<file path="src/hdl/sha256_pkg.sv">
// Package: SHA-256 hasher types, constants and round functions.
`default_nettype none
package sha256_pkg;
    localparam int unsigned QueueDepth = 4;

    typedef enum logic {
        OP_ABSORB = 1'b0,
        OP_FINISH = 1'b1
    } t_op;

    typedef struct packed {
        logic       finish;
        logic [7:0] data;
    } t_item;

    typedef logic [31:0] t_word;

    localparam t_word K_ROUND [64] = '{
        32'h428a2f98, 32'h71374491, 32'hb5c0fbcf, 32'he9b5dba5,
        32'h3956c25b, 32'h59f111f1, 32'h923f82a4, 32'hab1c5ed5,
        32'hd807aa98, 32'h12835b01, 32'h243185be, 32'h550c7dc3,
        32'h72be5d74, 32'h80deb1fe, 32'h9bdc06a7, 32'hc19bf174,
        32'he49b69c1, 32'hefbe4786, 32'h0fc19dc6, 32'h240ca1cc,
        32'h2de92c6f, 32'h4a7484aa, 32'h5cb0a9dc, 32'h76f988da,
        32'h983e5152, 32'ha831c66d, 32'hb00327c8, 32'hbf597fc7,
        32'hc6e00bf3, 32'hd5a79147, 32'h06ca6351, 32'h14292967,
        32'h27b70a85, 32'h2e1b2138, 32'h4d2c6dfc, 32'h53380d13,
        32'h650a7354, 32'h766a0abb, 32'h81c2c92e, 32'h92722c85,
        32'ha2bfe8a1, 32'ha81a664b, 32'hc24b8b70, 32'hc76c51a3,
        32'hd192e819, 32'hd6990624, 32'hf40e3585, 32'h106aa070,
        32'h19a4c116, 32'h1e376c08, 32'h2748774c, 32'h34b0bcb5,
        32'h391c0cb3, 32'h4ed8aa4a, 32'h5b9cca4f, 32'h682e6ff3,
        32'h748f82ee, 32'h78a5636f, 32'h84c87814, 32'h8cc70208,
        32'h90befffa, 32'ha4506ceb, 32'hbef9a3f7, 32'hc67178f2
    };

    localparam t_word H_INIT [8] = '{
        32'h6a09e667, 32'hbb67ae85, 32'h3c6ef372, 32'ha54ff53a,
        32'h510e527f, 32'h9b05688c, 32'h1f83d9ab, 32'h5be0cd19
    };

    function automatic t_word ror(input t_word x, input int unsigned r);
        ror = (x >> r) | (x << (32 - r));
    endfunction

    function automatic t_word sig0(input t_word x);
        sig0 = ror(x, 7) ^ ror(x, 18) ^ (x >> 3);
    endfunction

    function automatic t_word sig1(input t_word x);
        sig1 = ror(x, 17) ^ ror(x, 19) ^ (x >> 10);
    endfunction

    function automatic t_word bsig0(input t_word x);
        bsig0 = ror(x, 2) ^ ror(x, 13) ^ ror(x, 22);
    endfunction

    function automatic t_word bsig1(input t_word x);
        bsig1 = ror(x, 6) ^ ror(x, 11) ^ ror(x, 25);
    endfunction
endpackage
`default_nettype wire

</file>
<file path="src/hdl/sha256_queue.sv">
// Short FIFO between the input front end and the hashing engine.
`default_nettype none
module sha256_queue #(
    parameter int unsigned DEPTH = sha256_pkg::QueueDepth
) (
    input  wire                 i_clk,
    input  wire                 i_rst_n,
    input  wire                 i_push,
    input  wire sha256_pkg::t_item i_item,
    output logic                o_full,
    input  wire                 i_pop,
    output sha256_pkg::t_item   o_item,
    output logic                o_empty
);
    localparam int unsigned AW = (DEPTH > 1) ? $clog2(DEPTH) : 1;

    sha256_pkg::t_item r_mem [DEPTH];
    logic [AW-1:0] r_wr, r_rd;
    logic [AW:0]   r_cnt;

    assign o_full  = (r_cnt == (AW+1)'(DEPTH));
    assign o_empty = (r_cnt == '0);
    assign o_item  = r_mem[r_rd];

    always_ff @(posedge i_clk) begin
        if (i_push) begin
            r_mem[r_wr] <= i_item;
        end
    end

    always_ff @(posedge i_clk) begin
        if (!i_rst_n) begin
            r_wr  <= '0;
            r_rd  <= '0;
            r_cnt <= '0;
        end else begin
            if (i_push) begin
                r_wr <= (r_wr == AW'(DEPTH - 1)) ? '0 : r_wr + 1'b1;
            end
            if (i_pop) begin
                r_rd <= (r_rd == AW'(DEPTH - 1)) ? '0 : r_rd + 1'b1;
            end
            r_cnt <= r_cnt + (AW+1)'(i_push) - (AW+1)'(i_pop);
        end
    end
endmodule
`default_nettype wire

</file>
<file path="src/hdl/sha256_engine.sv">
// Compression datapath: schedule window, working words, round unit, chaining words.
`default_nettype none
module sha256_engine (
    input  wire                i_clk,
    input  wire                i_rst_n,
    input  wire                i_load,
    input  wire  [3:0]         i_addr,
    input  wire  [7:0]         i_byte,
    input  wire                i_run,
    input  wire  [5:0]         i_rnd,
    input  wire                i_add,
    input  wire                i_init,
    input  wire  [2:0]         i_sel,
    output sha256_pkg::t_word  o_word
);
    sha256_pkg::t_word r_w [16];
    sha256_pkg::t_word r_h [8];
    sha256_pkg::t_word r_v [8];
    sha256_pkg::t_word w_new, t1, t2;

    assign w_new = sha256_pkg::sig1(r_w[14]) + r_w[9] + sha256_pkg::sig0(r_w[1]) + r_w[0];
    assign t1 = r_v[7] + sha256_pkg::bsig1(r_v[4])
              + ((r_v[4] & r_v[5]) ^ (~r_v[4] & r_v[6]))
              + sha256_pkg::K_ROUND[i_rnd] + r_w[0];
    assign t2 = sha256_pkg::bsig0(r_v[0])
              + ((r_v[0] & r_v[1]) ^ (r_v[0] & r_v[2]) ^ (r_v[1] & r_v[2]));

    always_ff @(posedge i_clk) begin
        if (i_load) begin
            r_w[i_addr] <= {r_w[i_addr][23:0], i_byte};
        end else if (i_run) begin
            for (int i = 0; i < 15; i++) r_w[i] <= r_w[i+1];
            r_w[15] <= w_new;
        end
        if (i_run) begin
            r_v[7] <= r_v[6];
            r_v[6] <= r_v[5];
            r_v[5] <= r_v[4];
            r_v[4] <= r_v[3] + t1;
            r_v[3] <= r_v[2];
            r_v[2] <= r_v[1];
            r_v[1] <= r_v[0];
            r_v[0] <= t1 + t2;
        end else begin
            for (int i = 0; i < 8; i++) r_v[i] <= r_h[i];
        end
    end

    always_ff @(posedge i_clk) begin
        if (!i_rst_n || i_init) begin
            for (int i = 0; i < 8; i++) r_h[i] <= sha256_pkg::H_INIT[i];
        end else if (i_add) begin
            for (int i = 0; i < 8; i++) r_h[i] <= r_h[i] + r_v[i];
        end
    end

    assign o_word = r_h[i_sel];
endmodule
`default_nettype wire

</file>
<file path="src/hdl/sha256_core.sv">
// Hashing control: block assembly, padding, round sequencing, digest out.
`default_nettype none
module sha256_core (
    input  wire                i_clk,
    input  wire                i_rst_n,
    input  wire sha256_pkg::t_item i_item,
    input  wire                i_empty,
    output logic               o_pop,
    output logic               o_valid,
    input  wire                i_ready,
    output logic [31:0]        o_word,
    output logic [2:0]         o_index,
    output logic               o_last
);
    typedef enum logic [4:0] {
        ST_FILL = 5'b00001,
        ST_PAD  = 5'b00010,
        ST_RUN  = 5'b00100,
        ST_ADD  = 5'b01000,
        ST_OUT  = 5'b10000
    } t_state;

    t_state r_state, n_state;
    logic [5:0]  r_cnt;
    logic [5:0]  r_rnd;
    logic [63:0] r_len;
    logic        r_fin;
    logic        r_mark;
    logic        r_last_blk;
    logic [2:0]  r_oidx;

    logic       do_byte;
    logic [7:0] in_byte;
    logic [2:0] len_sel;

    assign o_pop   = (r_state == ST_FILL) && !i_empty;
    assign len_sel = r_cnt[2:0];

    always_comb begin
        do_byte = 1'b0;
        in_byte = 8'h00;
        unique case (r_state)
            ST_FILL: begin
                do_byte = o_pop && (i_item.finish == sha256_pkg::OP_ABSORB);
                in_byte = i_item.data;
            end
            ST_PAD: begin
                do_byte = 1'b1;
                if (!r_mark) begin
                    in_byte = 8'h80;
                end else if (r_last_blk && r_cnt >= 6'd56) begin
                    in_byte = r_len[{~len_sel, 3'b000} +: 8];
                end
            end
            default: ;
        endcase
    end

    always_comb begin
        n_state = r_state;
        unique case (r_state)
            ST_FILL: begin
                if (o_pop && i_item.finish == sha256_pkg::OP_FINISH) begin
                    n_state = ST_PAD;
                end else if (do_byte && r_cnt == 6'd63) begin
                    n_state = ST_RUN;
                end
            end
            ST_PAD:  if (r_cnt == 6'd63) n_state = ST_RUN;
            ST_RUN:  if (r_rnd == 6'd63) n_state = ST_ADD;
            ST_ADD: begin
                if (!r_fin) n_state = ST_FILL;
                else if (r_last_blk) n_state = ST_OUT;
                else n_state = ST_PAD;
            end
            ST_OUT:  if (i_ready && r_oidx == 3'd7) n_state = ST_FILL;
            default: n_state = ST_FILL;
        endcase
    end

    sha256_engine u_engine (
        .i_clk   (i_clk),
        .i_rst_n (i_rst_n),
        .i_load  (do_byte),
        .i_addr  (r_cnt[5:2]),
        .i_byte  (in_byte),
        .i_run   (r_state == ST_RUN),
        .i_rnd   (r_rnd),
        .i_add   (r_state == ST_ADD),
        .i_init  (r_state == ST_OUT && i_ready && r_oidx == 3'd7),
        .i_sel   (r_oidx),
        .o_word  (o_word)
    );

    always_ff @(posedge i_clk) begin
        if (!i_rst_n) begin
            r_state    <= ST_FILL;
            r_cnt      <= '0;
            r_rnd      <= '0;
            r_len      <= '0;
            r_fin      <= 1'b0;
            r_mark     <= 1'b0;
            r_last_blk <= 1'b0;
            r_oidx     <= '0;
        end else begin
            r_state <= n_state;
            if (do_byte) begin
                r_cnt <= r_cnt + 1'b1;
                if (r_state == ST_FILL) r_len <= r_len + 64'd8;
                if (r_state == ST_PAD) r_mark <= 1'b1;
            end
            if (r_state == ST_FILL && n_state == ST_PAD) begin
                r_fin      <= 1'b1;
                r_last_blk <= (r_cnt < 6'd56);
            end
            if (r_state == ST_ADD && n_state == ST_PAD) begin
                r_last_blk <= 1'b1;
            end
            if (r_state == ST_RUN) r_rnd <= r_rnd + 1'b1;
            if (r_state == ST_OUT && i_ready) begin
                r_oidx <= r_oidx + 1'b1;
                if (r_oidx == 3'd7) begin
                    r_len      <= '0;
                    r_fin      <= 1'b0;
                    r_mark     <= 1'b0;
                    r_last_blk <= 1'b0;
                    r_cnt      <= '0;
                end
            end
        end
    end

    assign o_valid = (r_state == ST_OUT);
    assign o_index = r_oidx;
    assign o_last  = (r_oidx == 3'd7);
endmodule
`default_nettype wire

</file>
<file path="src/hdl/sha256_byte_stream_hasher.sv">
// Top level: SHA-256 over a byte stream, digest out as eight 32-bit beats.
// Each absorb beat writes one byte into the block buffer; a full 64-byte block
// then runs 64 rounds of the single round unit, one per cycle, and is then
// folded into the chaining words. A finish beat pads out one or two padding
// blocks a byte at a time, then streams eight digest beats. A small input FIFO
// keeps accepting beats while the round unit is busy, until the FIFO is full.
`default_nettype none
module sha256_byte_stream_hasher #(
    parameter int unsigned QUEUE_DEPTH = sha256_pkg::QueueDepth
) (
    input  wire         i_clk,
    input  wire         i_rst_n,
    input  wire         s_axis_tvalid,
    output logic        s_axis_tready,
    input  wire  [7:0]  s_axis_tdata,   // [7:0] data_byte
    input  wire         s_axis_tuser,   // [0] operation
    output logic        m_axis_tvalid,
    input  wire         m_axis_tready,
    output logic [39:0] m_axis_tdata,   // [31:0] digest_word, [34:32] word_index
    output logic        m_axis_tlast    // last_word
);
    sha256_pkg::t_item in_item, q_item;
    logic q_full, q_empty, q_pop;
    logic [31:0] d_word;
    logic [2:0]  d_idx;
    logic        d_last;

    assign in_item.finish = s_axis_tuser;
    assign in_item.data   = s_axis_tdata;
    assign s_axis_tready  = !q_full;

    sha256_queue #(.DEPTH(QUEUE_DEPTH)) u_queue (
        .i_clk   (i_clk),
        .i_rst_n (i_rst_n),
        .i_push  (s_axis_tvalid && !q_full),
        .i_item  (in_item),
        .o_full  (q_full),
        .i_pop   (q_pop),
        .o_item  (q_item),
        .o_empty (q_empty)
    );

    sha256_core u_core (
        .i_clk   (i_clk),
        .i_rst_n (i_rst_n),
        .i_item  (q_item),
        .i_empty (q_empty),
        .o_pop   (q_pop),
        .o_valid (m_axis_tvalid),
        .i_ready (m_axis_tready),
        .o_word  (d_word),
        .o_index (d_idx),
        .o_last  (d_last)
    );

    assign m_axis_tdata = {5'd0, d_idx, d_word};
    assign m_axis_tlast = d_last;
endmodule
`default_nettype wire

</file>
<file path="config.mk">
export PLATFORM = sky130hd
export DESIGN_NAME = sha256_byte_stream_hasher
export DESIGN_NICKNAME = d
export VERILOG_FILES = /design/src/hdl/sha256_pkg.sv /design/src/hdl/sha256_queue.sv /design/src/hdl/sha256_engine.sv /design/src/hdl/sha256_core.sv /design/src/hdl/sha256_byte_stream_hasher.sv
export SDC_FILE = /design/constraint.sdc
export NUM_CORES = 2
export LEC_CHECK = 0
export BUFFER_PORTS_ARGS = -buffer_cell sky130_fd_sc_hd__buf_2
export CELL_PAD_IN_SITES_DETAIL_PLACEMENT = 1
export CELL_PAD_IN_SITES_GLOBAL_PLACEMENT = 2
export CORE_ASPECT_RATIO = 0.6
export CORE_MARGIN = 1
export CORE_UTILIZATION = 44
export CTS_BUF_LIST = sky130_fd_sc_hd__clkbuf_16
export DETAILED_ROUTE_END_ITERATION = 6
export HOLD_SLACK_MARGIN = 0.1
export PLACE_DENSITY_LB_ADDON = 0.05
export RECOVER_POWER = 100
export SLEW_MARGIN = 20
export SYNTH_ARGS = -nofsm -noshare
export SYNTH_HDL_FRONTEND = slang
export SYNTH_SLANG_ARGS = --single-unit
</file>
<file path="constraint.sdc">
create_clock -name i_clk -period 10.8 [get_ports i_clk]
set_clock_uncertainty 0.15 [all_clocks]
set_input_delay 0.54 -clock i_clk [delete_from_list [all_inputs] [get_ports i_clk]]
set_output_delay 0.54 -clock i_clk [all_outputs]
set_load 0.005 [all_outputs]
</file>
==> metrics.txt <==
Min-Delay Path Class input pin to flop; unrepaired setup endpoints after global routing false; final critical-path share of the clock period 0.934; number of buffers inserted during clock tree synthesis 118; 1st-pass router iterations 5; total number of yosys warnings 0; number of antenna violations at the first check in global routing 17; count of standard-cell rows 116; Nets 7734; ys async rst share 0; initial standard-cell utilization of the core 0.447; post-route insts no fill 9470; failing checks capacitance limit, slew limit; number of storage elements in the synthesis netlist 1156; cell type with the largest total area after synthesis sky130_fd_sc_hd__edfxtp_1; clock slew at the register clock pins of the worst setup and hold paths 60 ps; height of the die 322 um; sequential-to-total area share from yosys stat 0.416; EDFF count, synth 804; core area 168000 sq um; Area growth syn-to-layout 9.02%; number of cells in the design after placement 9231; via count 58000; Skew-Pair Late Insertion Delay 790 ps; commonest register cell after synthesis sky130_fd_sc_hd__edfxtp_1; Antenna Nets Post-Route 0; clock sink count 1156; mean instance size in the synthesized netlist 10.4 sq um; post-CTS setup buffer count 0; wire length of the first global-routing pass 412000 um; crit path max fanout 37; detailed placement HPWL 216000 um; WL final 287000 um; Post-DP Area 77900 sq um; gpl congestion 0.987; top cell types by occurrence after synthesis 1002 x sky130_fd_sc_hd__nand2_1, 804 x sky130_fd_sc_hd__edfxtp_1, 689 x sky130_fd_sc_hd__a21o_1, 405 x sky130_fd_sc_hd__ha_1, 393 x sky130_fd_sc_hd__xnor2_1; kind of end point of the critical path flop; Max Slew Vio Count 1929; GR Util All Layers 0.330; post-synth top area share 0.322; share of cells above drive strength 1 0.0877; routed len/inst 30.3 um; required time at the worst-slack endpoint 11340 ps; Die Outline Area 172000 sq um; startpoint kind of the worst setup timing path flop; setup TNS after final layout 0 ps; CTS tree built; final instance area 81800 sq um; Setup Crit Path Kind flop to flop; global route total overflow 0; number of violations of the max-capacitance limit 42; vias per cell 6.13; most frequent cell after synthesis sky130_fd_sc_hd__nand2_1; synth top area cells sky130_fd_sc_hd__edfxtp_1 32%, sky130_fd_sc_hd__dfxtp_1 9.4%, sky130_fd_sc_hd__a21o_1 6.9%; number of buffer cells added on primary ports 50; Resize count post-CTS 0; count of filler cells inserted in the layout 18200; I/O pin total 56; post-layout minimum cycle time 10080 ps; H-tree levels 3; Worst Path Arrival 10630 ps; initial drt markers 6767; Clock Root Buffer sky130_fd_sc_hd__clkbuf_16; combined area of all synthesized cells 75100 sq um; Worst path slowest cell sky130_fd_sc_hd__dfxtp_4; vias in the first global route 56800; final hold vios 0; CP max stage delay 650 ps; maximum achievable frequency 0.0992 GHz; setup violation total in the final timing report 0; worst rel slew slack -3.95; Die X-Extent 535 um; pin count of the biggest net entering global routing 205; count of unique library cells instantiated by Yosys 97; drt drc 0; outcome finished, violations left; gate count after technology mapping 7198; CTS Buffer Depth 3; worst-margin pin slew 7430 ps
per-layer routing:
metal,track usage,part of all wire,vias up
met2,0.409,0.36,2239
met4,0.0412,0.011,6
met1,0.547,0.51,29900
met5,0,0.00010,-
li1,-,-,25600
met3,0.104,0.11,205
cells in the final DEF (no fill, tap or decap), types with 49 or more instances in the layout:
master / n
sky130_fd_sc_hd__buf_4: 98
sky130_fd_sc_hd__mux4_2: 212
sky130_fd_sc_hd__a31oi_1: 57
sky130_fd_sc_hd__clkbuf_16: 119
sky130_fd_sc_hd__nor2b_1: 68
sky130_fd_sc_hd__nand2_1: 1001
sky130_fd_sc_hd__o21a_1: 58
sky130_fd_sc_hd__ha_1: 405
sky130_fd_sc_hd__o21bai_1: 49
sky130_fd_sc_hd__inv_1: 346
sky130_fd_sc_hd__o21ai_0: 354
sky130_fd_sc_hd__nand2b_1: 71
sky130_fd_sc_hd__and3_1: 57
sky130_fd_sc_hd__and2_1: 50
sky130_fd_sc_hd__a21oi_1: 331
sky130_fd_sc_hd__fa_1: 196
sky130_fd_sc_hd__nand3_1: 92
sky130_fd_sc_hd__xnor2_1: 393
sky130_fd_sc_hd__nor3_1: 87
sky130_fd_sc_hd__clkbuf_1: 72
sky130_fd_sc_hd__xor2_1: 225
sky130_fd_sc_hd__dfxtp_1: 342
sky130_fd_sc_hd__nor2_1: 368
sky130_fd_sc_hd__edfxtp_1: 804
sky130_fd_sc_hd__a21o_1: 689
sequential cells by signal (all words and copies together) (netlist names), named ones only:
| register | flops |
|---|---|
| u_core.u_engine.r_h | 256 |
| u_core.o_index | 3 |
| u_queue.r_cnt | 3 |
| u_queue.r_rd | 2 |
| u_core.u_engine.r_v | 256 |
| u_core.r_fin | 1 |
| u_core.r_cnt | 6 |
| u_core.u_engine.r_w | 512 |
| u_core.r_mark | 1 |
| u_core.r_state | 5 |
| u_core.r_last_blk | 1 |
| u_queue.r_wr | 2 |
| u_core.r_rnd | 6 |
| u_queue.r_mem | 36 |
| u_core.r_len | 61 |
what timing repair did:
item / 4_1_cts / 5_1_grt
setup endpoints to repair: 0 / 0
hold buffers: 11 / 0
endpoints found under the hold margin: 42 / 0
worst max-delay path, delay by kind of cell, from the launching register on:
| kind | cells | cell delay [ps] |
|---|---|---|
| xor+xnor | 2 | 400 |
| fa+ha+maj | 7 | 3030 |
| compound gates | 13 | 3680 |
| simple gates | 7 | 1520 |
| buf+inv | 5 | 560 |
| flops | 1 | 650 |
final cells by class:
type                            instances  area, sq um  share of cell area
Multi-Input combinational cell       5314        41200               0.504
Sequential cell                      1156        31200               0.381
Clock buffer                          119         2980              0.0364
Tap cell                             2242         2810              0.0343
Timing Repair Buffer                  209         1270              0.0155
Inverter                              321         1200              0.0147
Clock inverter                        107         1120              0.0137
Antenna cell                            2         5.00           0.0000612
metrics by stage:
step	util	hold WS, ps	setup slack [ps]
after CTS	0.489	110	1070
final	0.487	159	717
after floorplan	-	282	2490
after global routing	0.487	197	279
after global placement	0.464	301	1150
after detailed placement	0.464	304	1110
kinds of logic after synthesis:
group	after synthesis	synth area share
AO/OA/AOI/OAI	1833	0.162
XOR/XNOR	620	0.0727
buffers and inverters	732	0.0375
flip-flops	1156	0.416
adder cells (fa/ha/maj)	604	0.120
other	1	0.0000500
multiplexers	299	0.0762
AND/OR/NAND/NOR	1953	0.116
worst paths after layout:
| check | slack [ps] | end | cells after the start | from |
|---|---|---|---|---|
| worst min register to register | 300 | u_core.u_engine.r_v[1][117] | 2 | u_core.u_engine.r_v[1][85] |
| worst min-delay path | 160 | u_queue.r_wr[0] | 4 | s_axis_tvalid |
| worst max-delay path | 720 | u_core.u_engine.r_v[0][31] | 34 | u_core.r_rnd[3] |
| worst max register to register | 720 | u_core.u_engine.r_v[0][31] | 34 | u_core.r_rnd[3] |
Power is not shown: default switching activity piles up to over one toggle a cycle in this logic, so the estimate is an artifact.
